--- config.mk ---
export PLATFORM = sky130hd
export DESIGN_NAME = length_prefixed_record_deframer
export DESIGN_NICKNAME = d
export VERILOG_FILES = /design/src/design/lprd_pkg.sv /design/src/design/length_prefixed_record_deframer.sv
export SDC_FILE = /design/constraint.sdc
export NUM_CORES = 1
export LEC_CHECK = 0
export BUFFER_PORTS_ARGS = -buffer_cell sky130_fd_sc_hd__buf_2
export CAP_MARGIN = 20
export CORE_MARGIN = 1
export CORE_UTILIZATION = 55
export DETAILED_ROUTE_END_ITERATION = 10
export GPL_TIMING_DRIVEN = 0
export PLACE_DENSITY = 0.73
export SLEW_MARGIN = 20
export SYNTH_ARGS = -nofsm -noshare
export SYNTH_HDL_FRONTEND = slang
export SYNTH_SLANG_ARGS = --single-unit
export TNS_END_PERCENT = 30
--- constraint.sdc ---
create_clock -name clock -period 5.8 [get_ports clock]
set_input_delay 0.58 -clock clock [delete_from_list [all_inputs] [get_ports clock]]
set_output_delay 0.58 -clock clock [all_outputs]
set_load 0.01 [all_outputs]
--- src/design/lprd_pkg.sv ---
// Shared types and constants for the length-prefixed record deframer.
// Has no dependencies; used by length_prefixed_record_deframer.
package lprd_pkg;

   localparam int MAGIC_BYTES_DEFAULT  = 10;
   localparam int LENGTH_BYTES_DEFAULT = 4;

   // Expected stream magic, ASCII, zero padded past the tenth byte.
   localparam logic [7:0] MAGIC_TABLE [16] = '{
      8'h53, 8'h49, 8'h4D, 8'h50, 8'h4C, 8'h45, 8'h50, 8'h45,
      8'h52, 8'h46, 8'h00, 8'h00, 8'h00, 8'h00, 8'h00, 8'h00
   };

   typedef enum logic [2:0] {
      PH_MAGIC    = 3'd0,
      PH_VERSION  = 3'd1,
      PH_LENGTH   = 3'd2,
      PH_PAYLOAD  = 3'd3,
      PH_FINISHED = 3'd4,
      PH_ERROR    = 3'd5
   } phase_type;

   typedef enum logic [2:0] {
      ST_HEADER  = 3'd0,
      ST_PAYLOAD = 3'd1,
      ST_END     = 3'd2,
      ST_IGNORED = 3'd3,
      ST_ERROR   = 3'd4,
      ST_EOF_OK  = 3'd5
   } status_type;

   typedef enum logic [1:0] {
      ERR_NONE    = 2'd0,
      ERR_MAGIC   = 2'd1,
      ERR_VERSION = 2'd2,
      ERR_TRUNC   = 2'd3
   } error_type;

   typedef enum logic {
      OP_DATA = 1'b0,
      OP_EOF  = 1'b1
   } opcode_type;

   localparam logic [15:0] SUPPORTED_VERSION = 16'd1;

endpackage

--- src/design/length_prefixed_record_deframer.sv ---
// Length-prefixed record deframer: the single module of the block.
// Depends on lprd_pkg for phase, status and error codes and the magic table.

// The block takes one stream byte (or an end-of-file marker) per cycle and
// answers every transfer with exactly one registered result. A stream is a
// magic, a 2-byte little-endian version that must be 1, and then records of
// a little-endian length followed by that many payload bytes; payload bytes
// come out with record_last on the final one. A zero length ends the stream
// and later bytes are reported as ignored. Bad magic or version is sticky
// until reset. An end-of-file marker before the end of stream reports
// truncation (the sticky error if set) and leaves the parse state alone.
// Throughput is one item per cycle: the whole parse step is one pass of
// logic from the input port into the state and result registers, and the
// input stays ready while the result register is empty or being drained.
module length_prefixed_record_deframer
   import lprd_pkg::*;
#(
   parameter int MAGIC_BYTES  = MAGIC_BYTES_DEFAULT,
   parameter int LENGTH_BYTES = LENGTH_BYTES_DEFAULT
) (
   input  logic       clock,
   input  logic       reset,
   input  logic       req_valid,
   output logic       req_ready,
   input  logic       req_opcode,
   input  logic [7:0] req_data_byte,
   output logic       rsp_valid,
   input  logic       rsp_ready,
   output logic [2:0] rsp_status,
   output logic [7:0] rsp_payload_byte,
   output logic       rsp_record_last,
   output logic [1:0] rsp_error_code
);

   localparam logic [4:0] MAGIC_COUNT  = 5'(MAGIC_BYTES);
   localparam logic [4:0] LENGTH_COUNT = 5'(LENGTH_BYTES);

   phase_type   phase_ff, phase_in;
   logic [3:0]  header_position_ff, header_position_in;
   logic [7:0]  low_version_byte_ff, low_version_byte_in;
   logic [31:0] length_accumulator_ff, length_accumulator_in;
   logic [31:0] payload_remaining_ff, payload_remaining_in;
   error_type   sticky_error_ff, sticky_error_in;

   logic        rsp_valid_ff, rsp_valid_in;
   status_type  rsp_status_ff, rsp_status_in;
   logic [7:0]  rsp_payload_byte_ff, rsp_payload_byte_in;
   logic        rsp_record_last_ff, rsp_record_last_in;
   error_type   rsp_error_code_ff, rsp_error_code_in;

   logic        req_transfer;
   logic [4:0]  position_next;
   logic [31:0] length_next;
   logic        payload_last;

   assign req_ready    = !rsp_valid_ff || rsp_ready;
   assign req_transfer = req_valid && req_ready;

   assign rsp_valid        = rsp_valid_ff;
   assign rsp_status       = rsp_status_ff;
   assign rsp_payload_byte = rsp_payload_byte_ff;
   assign rsp_record_last  = rsp_record_last_ff;
   assign rsp_error_code   = rsp_error_code_ff;

   assign position_next = {1'b0, header_position_ff} + 5'd1;
   assign payload_last  = (payload_remaining_ff <= 32'd1);

   // Length bytes past the fourth cannot fit; any nonzero one saturates.
   always_comb begin
      if (header_position_ff < 4'd4) begin
         length_next = length_accumulator_ff |
                       (32'(req_data_byte) << {header_position_ff[1:0], 3'b000});
      end else if (req_data_byte != 8'd0) begin
         length_next = '1;
      end else begin
         length_next = length_accumulator_ff;
      end
   end

   always_comb begin
      phase_in              = phase_ff;
      header_position_in    = header_position_ff;
      low_version_byte_in   = low_version_byte_ff;
      length_accumulator_in = length_accumulator_ff;
      payload_remaining_in  = payload_remaining_ff;
      sticky_error_in       = sticky_error_ff;
      rsp_valid_in          = rsp_valid_ff && !rsp_ready;
      rsp_status_in         = rsp_status_ff;
      rsp_payload_byte_in   = rsp_payload_byte_ff;
      rsp_record_last_in    = rsp_record_last_ff;
      rsp_error_code_in     = rsp_error_code_ff;

      if (req_transfer) begin
         rsp_valid_in        = 1'b1;
         rsp_status_in       = ST_HEADER;
         rsp_payload_byte_in = 8'd0;
         rsp_record_last_in  = 1'b0;
         rsp_error_code_in   = ERR_NONE;

         if (req_opcode == OP_EOF) begin
            case (phase_ff)
               PH_ERROR: begin
                  rsp_status_in     = ST_ERROR;
                  rsp_error_code_in = sticky_error_ff;
               end
               PH_MAGIC, PH_VERSION, PH_LENGTH, PH_PAYLOAD: begin
                  rsp_status_in     = ST_ERROR;
                  rsp_error_code_in = ERR_TRUNC;
               end
               default: begin
                  rsp_status_in = ST_EOF_OK;
               end
            endcase
         end else begin
            case (phase_ff)
               PH_MAGIC: begin
                  if (req_data_byte != MAGIC_TABLE[header_position_ff]) begin
                     phase_in          = PH_ERROR;
                     sticky_error_in   = ERR_MAGIC;
                     rsp_status_in     = ST_ERROR;
                     rsp_error_code_in = ERR_MAGIC;
                  end else if (position_next >= MAGIC_COUNT) begin
                     header_position_in = 4'd0;
                     phase_in           = PH_VERSION;
                  end else begin
                     header_position_in = position_next[3:0];
                  end
               end
               PH_VERSION: begin
                  if (header_position_ff == 4'd0) begin
                     low_version_byte_in = req_data_byte;
                     header_position_in  = 4'd1;
                  end else begin
                     header_position_in = 4'd0;
                     if ({req_data_byte, low_version_byte_ff} != SUPPORTED_VERSION) begin
                        phase_in          = PH_ERROR;
                        sticky_error_in   = ERR_VERSION;
                        rsp_status_in     = ST_ERROR;
                        rsp_error_code_in = ERR_VERSION;
                     end else begin
                        phase_in              = PH_LENGTH;
                        length_accumulator_in = 32'd0;
                     end
                  end
               end
               PH_LENGTH: begin
                  if (position_next >= LENGTH_COUNT) begin
                     header_position_in = 4'd0;
                     if (length_next == 32'd0) begin
                        length_accumulator_in = length_next;
                        phase_in              = PH_FINISHED;
                        rsp_status_in         = ST_END;
                     end else begin
                        payload_remaining_in  = length_next;
                        length_accumulator_in = 32'd0;
                        phase_in              = PH_PAYLOAD;
                     end
                  end else begin
                     header_position_in    = position_next[3:0];
                     length_accumulator_in = length_next;
                  end
               end
               PH_PAYLOAD: begin
                  rsp_status_in       = ST_PAYLOAD;
                  rsp_payload_byte_in = req_data_byte;
                  rsp_record_last_in  = payload_last;
                  if (payload_last) begin
                     payload_remaining_in  = 32'd0;
                     phase_in              = PH_LENGTH;
                     header_position_in    = 4'd0;
                     length_accumulator_in = 32'd0;
                  end else begin
                     payload_remaining_in = payload_remaining_ff - 32'd1;
                  end
               end
               PH_ERROR: begin
                  rsp_status_in     = ST_ERROR;
                  rsp_error_code_in = sticky_error_ff;
               end
               default: begin
                  rsp_status_in = ST_IGNORED;
               end
            endcase
         end
      end
   end

   always_ff @(posedge clock) begin
      if (reset) begin
         phase_ff           <= PH_MAGIC;
         header_position_ff <= 4'd0;
         sticky_error_ff    <= ERR_NONE;
         rsp_valid_ff       <= 1'b0;
      end else begin
         phase_ff           <= phase_in;
         header_position_ff <= header_position_in;
         sticky_error_ff    <= sticky_error_in;
         rsp_valid_ff       <= rsp_valid_in;
      end
   end

   always_ff @(posedge clock) begin
      low_version_byte_ff   <= low_version_byte_in;
      length_accumulator_ff <= length_accumulator_in;
      payload_remaining_ff  <= payload_remaining_in;
      rsp_status_ff         <= rsp_status_in;
      rsp_payload_byte_ff   <= rsp_payload_byte_in;
      rsp_record_last_ff    <= rsp_record_last_in;
      rsp_error_code_ff     <= rsp_error_code_in;
   end

`ifndef SYNTHESIS
   a_error_phase_has_code: assert property (@(posedge clock) disable iff (reset)
      (phase_ff == PH_ERROR) |-> (sticky_error_ff != ERR_NONE))
      else $error("error phase without a sticky error code");

   a_payload_phase_nonzero: assert property (@(posedge clock) disable iff (reset)
      (phase_ff == PH_PAYLOAD) |-> (payload_remaining_ff != 32'd0))
      else $error("payload phase with no bytes remaining");

   a_magic_position_bound: assert property (@(posedge clock) disable iff (reset)
      (phase_ff == PH_MAGIC) |-> ({1'b0, header_position_ff} < MAGIC_COUNT))
      else $error("magic position beyond magic length");

   a_last_only_on_payload: assert property (@(posedge clock) disable iff (reset)
      (rsp_valid_ff && rsp_record_last_ff) |-> (rsp_status_ff == ST_PAYLOAD))
      else $error("record_last on a non-payload result");

   a_payload_passes_byte: assert property (@(posedge clock) disable iff (reset)
      (req_transfer && req_opcode == OP_DATA && phase_ff == PH_PAYLOAD) |=>
      (rsp_valid_ff && rsp_status_ff == ST_PAYLOAD &&
       rsp_payload_byte_ff == $past(req_data_byte)))
      else $error("payload byte not passed to the result");
`endif

endmodule

# Word-level counts from Yosys, hierarchy flattened
# Memories as Yosys holds them, arrays and structs flattened.
# Cells that the tools add are included.
# classes
add_sub_neg	2
n_eq_ne	15
n_reduce_logical	22
mux	47
n_bitwise	4
n_lt_le_gt_ge	5
n_shift	1
# ops
cell	count
32-bit 2-to-1 mux	10
32-bit one-hot mux with 3 select lines	1
32-bit one-hot mux with 2 select lines	1
3-bit 2-to-1 mux	11
32-bit by 1-bit less-or-equal comparator with 1-bit output, second input constant	1
32-bit zero test	1
32-bit OR	1
8-bit by 5-bit << shifter with 32-bit output	1
32-bit by 1-bit subtractor with 32-bit output, second input constant	1
2-bit 2-to-1 mux	8
4-bit 2-to-1 mux	4
8-bit 2-to-1 mux	2
16-bit by 1-bit inequality test with 1-bit output, second input constant	1
2-bit inequality test, second input constant	8
4-bit one-hot mux with 4 select lines	1
3-bit one-hot mux with 5 select lines	1
3-bit one-hot mux with 4 select lines	1
6-bit AND reduction	2
5-bit AND reduction	2
8-bit inequality test	1
2-bit one-hot mux with 2 select lines	2
8-bit nonzero test	1
7-bit AND reduction	1
3-bit by 2-bit == test with 1-bit output, second input constant	2
24 further kinds	31
# totals
word_cells	108
memories	1
romBits	128
regBits	96
# memory_table
memory	depth	word_bits	read_ports	rd_clocked_by_memory_dff	wr	line_no	rtl
(name not given)	16	8	1	0	0	length_prefixed_record_deframer.sv:117	if (req_data_byte != MAGIC_TABLE[header_position_ff]) begin

# Longest topological paths before layout
# depth
word_depth	8
depth_mapped	10
ltp_nobuf	9

# Worst setup path before layout
# OpenSTA, ideal clock, no wires.
# synth_path
path_type	flip-flop to flip-flop
startpoint	register header_position_ff[1]
endpoint	register payload_remaining_ff[0] (enable)
setup_time_ns	0.461
t_arrival_ns	3.767
synth_period_minus_slack_ns	4.228
stages_incl_launch_ff	9
setup_slack_ns	1.572
required_ns	5.339
path_cell_list	dfxtp_1 clkbuf_1 nor4b_2 inv_1 o211ai_1 nor4b_1 inv_1 a21oi_1 nor3_1
# synth_via
elab_chain_cells	6
word_cells_on_any_way	10
classes_between	add/sub: 1; order compare: 2; eq/ne: 2; shift: 1; mux: 1; bitwise: 1; reduce/logical: 2
# synth_rtl
item	line_no	rtl
start: declaration	length_prefixed_record_deframer.sv:39	logic [3:0] header_position_ff, header_position_in;
start signal: assignment	length_prefixed_record_deframer.sv:196	header_position_ff <= header_position_in;
8-bit by 5-bit << shifter with 32-bit output	length_prefixed_record_deframer.sv:72	(32'(req_data_byte) << {header_position_ff[1:0], 3'b000});
32-bit OR	length_prefixed_record_deframer.sv:71	length_next = length_accumulator_ff |
32-bit 2-to-1 mux	length_prefixed_record_deframer.sv:70	if (header_position_ff < 4'd4) begin
32-bit zero test	length_prefixed_record_deframer.sv:149	if (length_next == 32'd0) begin
2-bit inequality test (no line)	-	
5-bit AND reduction (no line) *	-	
end signal: assignment	length_prefixed_record_deframer.sv:205	payload_remaining_ff <= payload_remaining_in;
end: declaration	length_prefixed_record_deframer.sv:42	logic [31:0] payload_remaining_ff, payload_remaining_in;
# Mark *: on every way between the ends. The rest lies on a longest branch, timed or not.
# A chain may end at the register's enable or synchronous reset.

# Worst setup path in the final report
# layout_path
startpoint	register header_position_ff[2]
endpoint	register payload_remaining_ff[30] (enable)
# layout_via
elab_chain_cells	5
word_cells_on_any_way	8
classes_between	add/sub: 1; order compare: 2; eq/ne: 2; mux: 1; reduce/logical: 2
# layout_rtl
item
parallel branches: the longest is 4 deep, another holds 4-bit by 1-bit adder with 5-bit output
5-bit AND reduction (no line) *
# Every way passes the cells marked *.

==> results.yml <==
outcome:
  outcome: "finished clean"
worst_setup_path:
  rrSetupSlack_ns: 2.41
  arrival_ns: 3.46
  worst-setup-path-type: "reg -> reg"
  path_max_fanout: 10
  endpoint_kind: "register"
  cp.required_ns: 5.88
  cp-start-kind: "register"
clock_network:
  cts_tree: "done"
  cts_buffers: 9
  cts_buffer_depth: 2
  h-tree-depth: 3
  cts_setup_buffers: 0
  clock-sinks: 96
  ctsResizeCount: 0
  cts-root-buf: "clkbuf_8"
  hold_buffers: 0
  worstSkewPairLatency_ns: 0.36
  cts.clk_slew.worst_paths_ns: 0.10
timing:
  finalSetupViolations: 0
  timing.hold.ws_ns: 0.4130
  min_period_over_period_pct: 58.37
  rsz0062_at_grt: "no"
  slew_viol_final: 0
  max_slew.worst_pin.slew_ns: 0.9846
  timing.fmax_mhz: 295.4
  final-hold-violation-count: 0
  fin_crit_ns: 3.385
  fin_worst_skew_ns: 0.01384
  slew_headroom_pct: 33.82
  setup_tns_ns: 0
  fin_ws_ns: 2.415
cells_and_area:
  nNetsFinal: 558
  nFillCells: 748
  drive_gt1_share_pct: 13.08
  diodes: 0
  instances_no_fill: 672
  final_util_pct: 62.97
  areaGrowthSynthToFinish_pct: 10.61
floorplan:
  start_util_pct: 56.93
  dieWidth_um: 99.80
  io_pins: 29
  rows: 35
  core_area_um2: 9240
  dieArea_um2: 9959
  die_y_um: 99.80
placement:
  detailed_place_hpwl_um: 9385
  dp.cells: 656
  place_congestion: 0.8660
  io_buffers: 27
  dp_worst_setup_slack_ns: 2.375
global_route:
  busiest_layer: "met2"
  grt_pass1_vias: 4018
  use_met1_pct: 38.08
  grt_overflow: 0
  use_met3_pct: 5.014
  antenna_found_initial: 0
  grt_max_degree: 21
  met2_usage_pct: 42.92
  grt_pass1_wl_um: 20880
  grt_usage_pct: 27.07
logic_synthesis:
  syn_area_um2: 5260
  ys_top_cells_by_area: "edfxtp_1, nor2_1, a211oi_1"
  synth-edff-count: 86
  ys_ff_latch: 96
  synthArstFlopShare_pct: 0
  synth_warnings: 0
  ys_seq_area_share_pct: 52.90
  syn_avg_cell_area_um2: 10.60
  synthFlopType: "edfxtp_1"
  synth_top_area_share_pct: 49.10
  ys_types: 63
  synth_largest_area_cell: "edfxtp_1"
  netlist_instances: 496
  synth_nets: 516
worst_hold_path:
  min_path_type: "in -> reg"
pwr:
  peakVddDrop_mv: 0.1362
  powerDensity_nw_per_um2: 225.7
  p_leak_uw: 0.001860
routing:
  wirelength_um: 12890
  final_antenna_net_count: 0
  dr_total_vias: 4200
  wl_per_cell_um: 19.18
  viasPerCell: 6.250
  post-route-drc-count: 0
  first_pass_iters: 5
  drt-initial-drc-count: 371
job:
  maxCapViolCount: 0
## cell usage in the layout (no fill, tap or decap), types with 3 or more instances in the layout
cell type and n:
edfxtp_1 86, nor2_1 61, clkbuf_1 30, a211oi_1 30, o22ai_1 30, buf_2 27
xnor2_1 22, nor3_1 21, nand2_1 16, a21oi_1 16, nor4_1 15, xor2_1 13
and2_1 13, inv_1 11, nand3_1 10, dfxtp_1 10, nand2b_1 9, o21ai_0 9
clkbuf_8 9, nor2b_1 7, ha_1 7, or2_2 6, or4_1 6, o31ai_1 5
or3_1 5, nand4_1 4, o31a_1 3, nor4b_1 3
## critical path, cell delays in order (launching register included)
cell and delay, ns:
dfxtp_1 0.36, buf_1 0.26, nor4_2 0.90, a21oi_1 0.21
o211ai_1 0.18, nor4b_1 0.12, inv_1 0.09, a21oi_1 0.07
nor3_2 0.44, buf_4 0.29, buf_6 0.17
## worst paths after layout
kind                         startpoint                       end  cells after the start
hold / removal         req_data_byte[3]    low_version_byte_ff[3]                      1
setup / recovery  header_position_ff[2]  payload_remaining_ff[30]                     10
setup reg to reg  header_position_ff[2]  payload_remaining_ff[30]                     10
hold reg to reg      sticky_error_ff[1]        sticky_error_ff[1]                      2
## flip-flops by register name (all words and copies together), names as in the netlist
register,flops
sticky_error_ff,2
rsp_error_code,2
length_accumulator_ff,32
low_version_byte_ff,8
header_position_ff,4
rsp_payload_byte,8
rsp_status,3
phase_ff,3
payload_remaining_ff,32
rsp_record_last,1
rsp_valid,1
## cell families (layout without fill, tap and decap cells)
family,count (synthesis),after routing,share of synthesized area [%]
AO/OA/AOI/OAI,114,114,14.89
XOR/XNOR,35,35,5.828
adder cells (fa/ha/maj),7,7,1.665
buffers and inverters,42,89,2.997
flip-flops,96,96,52.90
multiplexers,2,2,0.4044
AND/OR/NAND/NOR,200,200,21.31
## through the flow
stage	cell area [µm²]	power [µW]
after CTS	5818	1314
after detailed placement	5623	877.6
final	5818	1313
after floorplan	5260	843.1
after global routing	5818	1351
after global placement	5557	873.3
## layout make-up
class | count | area [µm²] | share of cell area (%)
Buffer | 31 | 116.4 | 2.000
Clock buffer | 10 | 127.6 | 2.194
Multi-Input combinational cell | 358 | 2332 | 40.09
Clock inverter | 6 | 67.56 | 1.161
Timing Repair Buffer | 31 | 188.9 | 3.247
Inverter | 11 | 41.29 | 0.7097
Sequential cell | 96 | 2783 | 47.83
Tap cell | 129 | 161.4 | 2.774
## metal layers
layer	routed length, µm	vias to the layer above
met5	0	-
met4	271	0
met3	871	28
met2	6051	171
met1	5694	2018
li1	-	1983
## cells in the mapped netlist (all sizes together) (5+ instances only)
library cell / instances
o22ai: 30
dfxtp: 10
nand4: 5
nor4: 18
or4: 8
xnor2: 22
ha: 7
or3: 6
a211oi: 30
nor4b: 5
edfxtp: 86
nand2b: 9
and2: 15
xor2: 13
nor2b: 7
or2: 6
clkbuf: 29
nand2: 16
inv: 11
o31ai: 5
a21oi: 16
nand3: 10
nor2: 62
o21ai: 10
nor3: 22
## where the power goes
group	total [µW]	internal, µW	leakage (µW)	switching [µW]
registers	768	763	0.000859	5.26
clock network	449	202	0.0000949	247
logic	95.7	32.5	0.000906	63.2
total	1310	998	0.00186	315
(Power assumes the default switching activity.)
